--- src/sv/ggds_pkg.sv ---
`default_nettype none
// ----------------------------------------------------------------------------
// ggds_pkg: shared types and constants for the gas grid diffusion sweep
// Opcodes, store geometry and the sequencer-to-divider request and response structs.
// ----------------------------------------------------------------------------
package ggds_pkg;
  localparam int CellBits  = 8;
  localparam int LaneBits  = 2;
  localparam int SlotBits  = CellBits + LaneBits;
  localparam int GasBits   = 28;
  localparam int FlowBits  = 32;
  localparam int BlkBits   = 4;
  localparam int SumBits   = 31;  // five 28-bit gas values

  localparam logic [GasBits-1:0] GasMax = {GasBits{1'b1}};

  localparam logic [2:0] OP_WR_GAS  = 3'd0;
  localparam logic [2:0] OP_WR_FLOW = 3'd1;
  localparam logic [2:0] OP_WR_BLK  = 3'd2;
  localparam logic [2:0] OP_SWEEP   = 3'd3;
  localparam logic [2:0] OP_RD_GAS  = 3'd4;
  localparam logic [2:0] OP_RD_FLOW = 3'd5;
  localparam logic [2:0] OP_RD_BLK  = 3'd6;

  // Divider command and status between sequencer and divider.
  typedef struct packed {
    logic             start;
    logic [SumBits-1:0] dividend;
    logic [2:0]       divisor;
  } div_req_t;

  typedef struct packed {
    logic             done;
    logic [SumBits-1:0] quot;
    logic [2:0]       rem;
  } div_rsp_t;
endpackage
`default_nettype wire

--- src/sv/ggds_div.sv ---
`default_nettype none
// ----------------------------------------------------------------------------
// ggds_div: restoring divider by a small divisor
// Produces one quotient bit per cycle; divisor is 1 to 5.
// ----------------------------------------------------------------------------
module ggds_div (
  input  wire logic              clk,
  input  wire logic              rst_n,
  input  wire ggds_pkg::div_req_t req,
  output ggds_pkg::div_rsp_t     rsp
);
  import ggds_pkg::*;

  localparam int CntBits = $clog2(SumBits + 1);

  logic [SumBits-1:0] q_r, q_nxt;
  logic [3:0]         r_r, r_nxt;
  logic [2:0]         d_r, d_nxt;
  logic [CntBits-1:0] cnt_r, cnt_nxt;
  logic               busy_r, busy_nxt;
  logic               done_r, done_nxt;
  logic [3:0]         trial;

  always_comb begin
    q_nxt    = q_r;
    r_nxt    = r_r;
    d_nxt    = d_r;
    cnt_nxt  = cnt_r;
    busy_nxt = busy_r;
    done_nxt = 1'b0;
    trial    = {r_r[2:0], q_r[SumBits-1]};
    if (req.start) begin
      q_nxt    = req.dividend;
      r_nxt    = '0;
      d_nxt    = req.divisor;
      cnt_nxt  = CntBits'(SumBits);
      busy_nxt = 1'b1;
    end else if (busy_r) begin
      // shift in next dividend bit, subtract when it fits
      if (trial >= {1'b0, d_r}) begin
        r_nxt = trial - {1'b0, d_r};
        q_nxt = {q_r[SumBits-2:0], 1'b1};
      end else begin
        r_nxt = trial;
        q_nxt = {q_r[SumBits-2:0], 1'b0};
      end
      cnt_nxt = cnt_r - 1'b1;
      if (cnt_r == CntBits'(1)) begin
        busy_nxt = 1'b0;
        done_nxt = 1'b1;
      end
    end
  end

  always_ff @(posedge clk) begin
    if (!rst_n) begin
      busy_r <= 1'b0;
      done_r <= 1'b0;
      cnt_r  <= '0;
    end else begin
      busy_r <= busy_nxt;
      done_r <= done_nxt;
      cnt_r  <= cnt_nxt;
    end
    q_r <= q_nxt;
    r_r <= r_nxt;
    d_r <= d_nxt;
  end

  assign rsp.done = done_r;
  assign rsp.quot = q_r;
  assign rsp.rem  = r_r[2:0];
endmodule
`default_nettype wire

--- config.mk ---
export PLATFORM = sky130hd
export DESIGN_NAME = ggds_div
export DESIGN_NICKNAME = d
export VERILOG_FILES = /design/src/sv/ggds_pkg.sv /design/src/sv/ggds_div.sv
export SDC_FILE = /design/constraint.sdc
export NUM_CORES = 1
export LEC_CHECK = 0
export ABC_AREA = 1
export BUFFER_PORTS_ARGS = -buffer_cell sky130_fd_sc_hd__buf_2
export CAP_MARGIN = 20
export CORE_MARGIN = 10
export CORE_UTILIZATION = 49
export CTS_CLUSTER_DIAMETER = 150
export DETAILED_ROUTE_END_ITERATION = 12
export MAX_ROUTING_LAYER = met4
export PLACE_DENSITY = 0.82
export SKIP_CTS_REPAIR_TIMING = 1
export SYNTH_ARGS = -nofsm -noshare
export SYNTH_HDL_FRONTEND = slang
export SYNTH_SLANG_ARGS = --single-unit
--- constraint.sdc ---
create_clock -name clk -period 1.85 [get_ports clk]
set_clock_uncertainty 0.05 [all_clocks]
set_input_delay 0.37 -clock clk [delete_from_list [all_inputs] [get_ports clk]]
set_output_delay 0.37 -clock clk [all_outputs]
set_load 0.005 [all_outputs]
==> impl_metrics.env <==
export IMPL_status="completed"
export IMPL_fillerInstances=349
export IMPL_synth_area_leader_cell="edfxtp_1"
export IMPL_area_growth_pct=26.9
export IMPL_die_height_um=83.7
export IMPL_synth_most_common_cell="nand2_1"
export IMPL_start_util=0.500
export IMPL_antenna_found_initial=0
export IMPL_finalNetCount=335
export IMPL_cts_buffer_depth=2
export IMPL_ys_seq_elements=44
export IMPL_die_w_um=83.7
export IMPL_dp_cells=335
export IMPL_grt_ovfl_total=0
export IMPL_cp_depth=9
export IMPL_tns_ps=0
export IMPL_dr_pass1_iters=4
export IMPL_dp_hpwl_mm=3.60
export IMPL_clock_sinks=44
export IMPL_die_area_sq_um=7000
export IMPL_avgSynthCellArea_sq_um=9.15
export IMPL_ys_flop_type="edfxtp_1"
export IMPL_min_period_ps=1740
export IMPL_std_cell_rows=23
export IMPL_timing_final_max_slew_violations=0
export IMPL_ant_nets=0
export IMPL_instances_no_fill=343
export IMPL_slew_headroom=0.784
export IMPL_synth_cells=217
export IMPL_crit_family="adder cells"
export IMPL_critPathKind="reg -> reg"
export IMPL_holdPathStages=1
export IMPL_crit_path_start_kind="register"
export IMPL_vias=1670
export IMPL_ios=72
export IMPL_wl_per_cell_um=14.0
export IMPL_crit_path_end_kind="register"
export IMPL_ys_top_cells_by_area="edfxtp_1, nand2_1, dfxtp_1"
export IMPL_cts_buffers_inserted=5
export IMPL_core_area_sq_um=3970
export IMPL_worst_slew_pin_transition_ps=323
export IMPL_synthTopCellsByCount="nand2_1, edfxtp_1, inv_1"
export IMPL_cp_arrival_ps=1880
export IMPL_reg2reg_from="q_r[30]"
export IMPL_setup_viol=0
export IMPL_cp_startpoint="q_r[30]"
export IMPL_cts_max_level=2
export IMPL_synth_seq_area_share=0.615
export IMPL_numPortBuffers=71
export IMPL_timing_fmax_mhz=575
export IMPL_track_usage=0.142
export IMPL_rr_worst_depth=9
export IMPL_viasPerCell=4.87
export IMPL_gp_congestion=0.937
export IMPL_syn_area_sq_um=1990
export IMPL_cts_root_buf="clkbuf_8"
export IMPL_critical_path_required_ps=1990
export IMPL_synthArstFlopShare=0
export IMPL_placed_area_sq_um=2410
export IMPL_path_cells="inv_1 -> ha_1 -> fa_1 -> inv_1 -> nand2_1 -> nand3_1 -> nand2_1 -> nand3_1 -> nand2_1"
export IMPL_synth_edf_count=34
export IMPL_slowest_stage="fa_1"
export IMPL_cp_num_buf_inv=2
export IMPL_final_area_sq_um=2520
export IMPL_antenna_cells=0
export IMPL_period_share=0.940
export IMPL_drive_above_1_share=0.300
export IMPL_grt_max_degree=26
export IMPL_grt_pass1_vias=1725
export IMPL_drt_iter0_markers=95
export IMPL_cp_common_cell="nand2_1"
export IMPL_routed_wl_mm=4.81
export IMPL_crit_fanout=5
export IMPL_synth_top_cell_area_share=0.514
export IMPL_vdd_drop_max_mv=0.506
export IMPL_cts_clk_slew_worst_paths_ps=80
export IMPL_cap_violations=0
export IMPL_endpoint="r_r[1]"
export IMPL_slowest_delay_ps=390
export IMPL_r2r_slack_ps=110
export IMPL_grt_pass1_wl_mm=7.92
export IMPL_p_per_area_nw_per_um2=944
export IMPL_rsz0062_at_grt="false"
export IMPL_syn_nets=260
export IMPL_synth_distinct_cells=19
export IMPL_cts_tree="done"
export IMPL_r2r_end="r_r[1]"
export IMPL_min_path_type="in -> reg"
export IMPL_ys_warn_count=0
export IMPL_p_leak_nw=1.30
export IMPL_route_detailed_drc=0
export IMPL_clk_latency_ps=300
export IMPL_final_hold_violation_count=0
final cells by class:
type                            count  area, sq um  share of cell area
Clock buffer                        5         68.8              0.0273
Multi-Input combinational cell    148          656               0.260
Timing Repair Buffer               76          405               0.161
Clock inverter                      3         42.5              0.0169
Sequential cell                    44         1220               0.485
Inverter                           17         63.8              0.0253
Tap cell                           50         62.6              0.0248
how the worst min path moves through the flow:
stage	startpoint	endpoint	slack (ps)
after floorplan	r_r[2]	r_r[2]	410
after global placement	r_r[2]	r_r[2]	420
after detailed placement	r_r[2]	r_r[2]	420
after CTS	req[2]	d_r[2]	180
after global routing	req[0]	d_r[0]	190
final	req[2]	d_r[2]	190
layer usage:
layer  part of all wire  wire, um  track usage
met5                  0         0            -
met4              0.024       115       0.0670
met3              0.071       342       0.0508
met2               0.47      2280        0.227
met1               0.43      2070        0.153
cell families (layout without fill, tap and decap cells):
logic type,Yosys count,in the layout,share of synthesized area
DFF,44,44,0.615
and+or+nand+nor,134,134,0.266
adders and majority gates,6,6,0.0416
AOI/OAI and AO/OA,8,8,0.0227
buffers and inverters,25,101,0.0548
layout by cell type (no fill, tap or decap):
cell type / Yosys / layout
buf_4: 2 / 4
nand3_1: 7 / 7
clkinvlp_4: 0 / 1
a211oi_1: 1 / 1
clkinv_2: 0 / 1
nor2_1: 10 / 10
clkbuf_8: 0 / 5
o21ai_0: 3 / 3
a21oi_1: 2 / 2
edfxtp_1: 34 / 34
buf_12: 0 / 1
inv_2: 2 / 2
ha_1: 5 / 5
nand2_1: 110 / 110
buf_2: 6 / 71
nor2_2: 2 / 2
o21a_1: 1 / 1
dfxtp_1: 10 / 10
bufinv_16: 0 / 1
nand4_1: 4 / 4
inv_1: 15 / 15
fa_1: 1 / 1
nor3_1: 1 / 1
o21ai_1: 1 / 1
per-stage QoR:
step	util	total power (W)	hold WS, ps	setup WS [ps]
3_5_place_dp	0.606	0.00167	422	183
6_report	0.635	0.00238	191	112
4_1_cts	0.635	0.00241	183	135
3_3_place_gp	0.606	0.00166	419	269
2_1_floorplan	-	0.00148	414	185
5_1_grt	0.635	0.00250	188	28.6
power by group:
| part | internal [W] | total [W] | switching, W |
|---|---|---|---|
| sequential | 0.00119 | 0.00125 | 0.0000586 |
| clock | 0.000399 | 0.000728 | 0.000329 |
| combinational | 0.000173 | 0.000405 | 0.000232 |
| total | 0.00176 | 0.00238 | 0.000619 |
registers in the layout (all words and copies together) (netlist names):
register	flops
d_r	3
done_r	1
cnt_r	5
r_r	3
q_r	31
busy_r	1
Power figures use the tool's default switching activity.
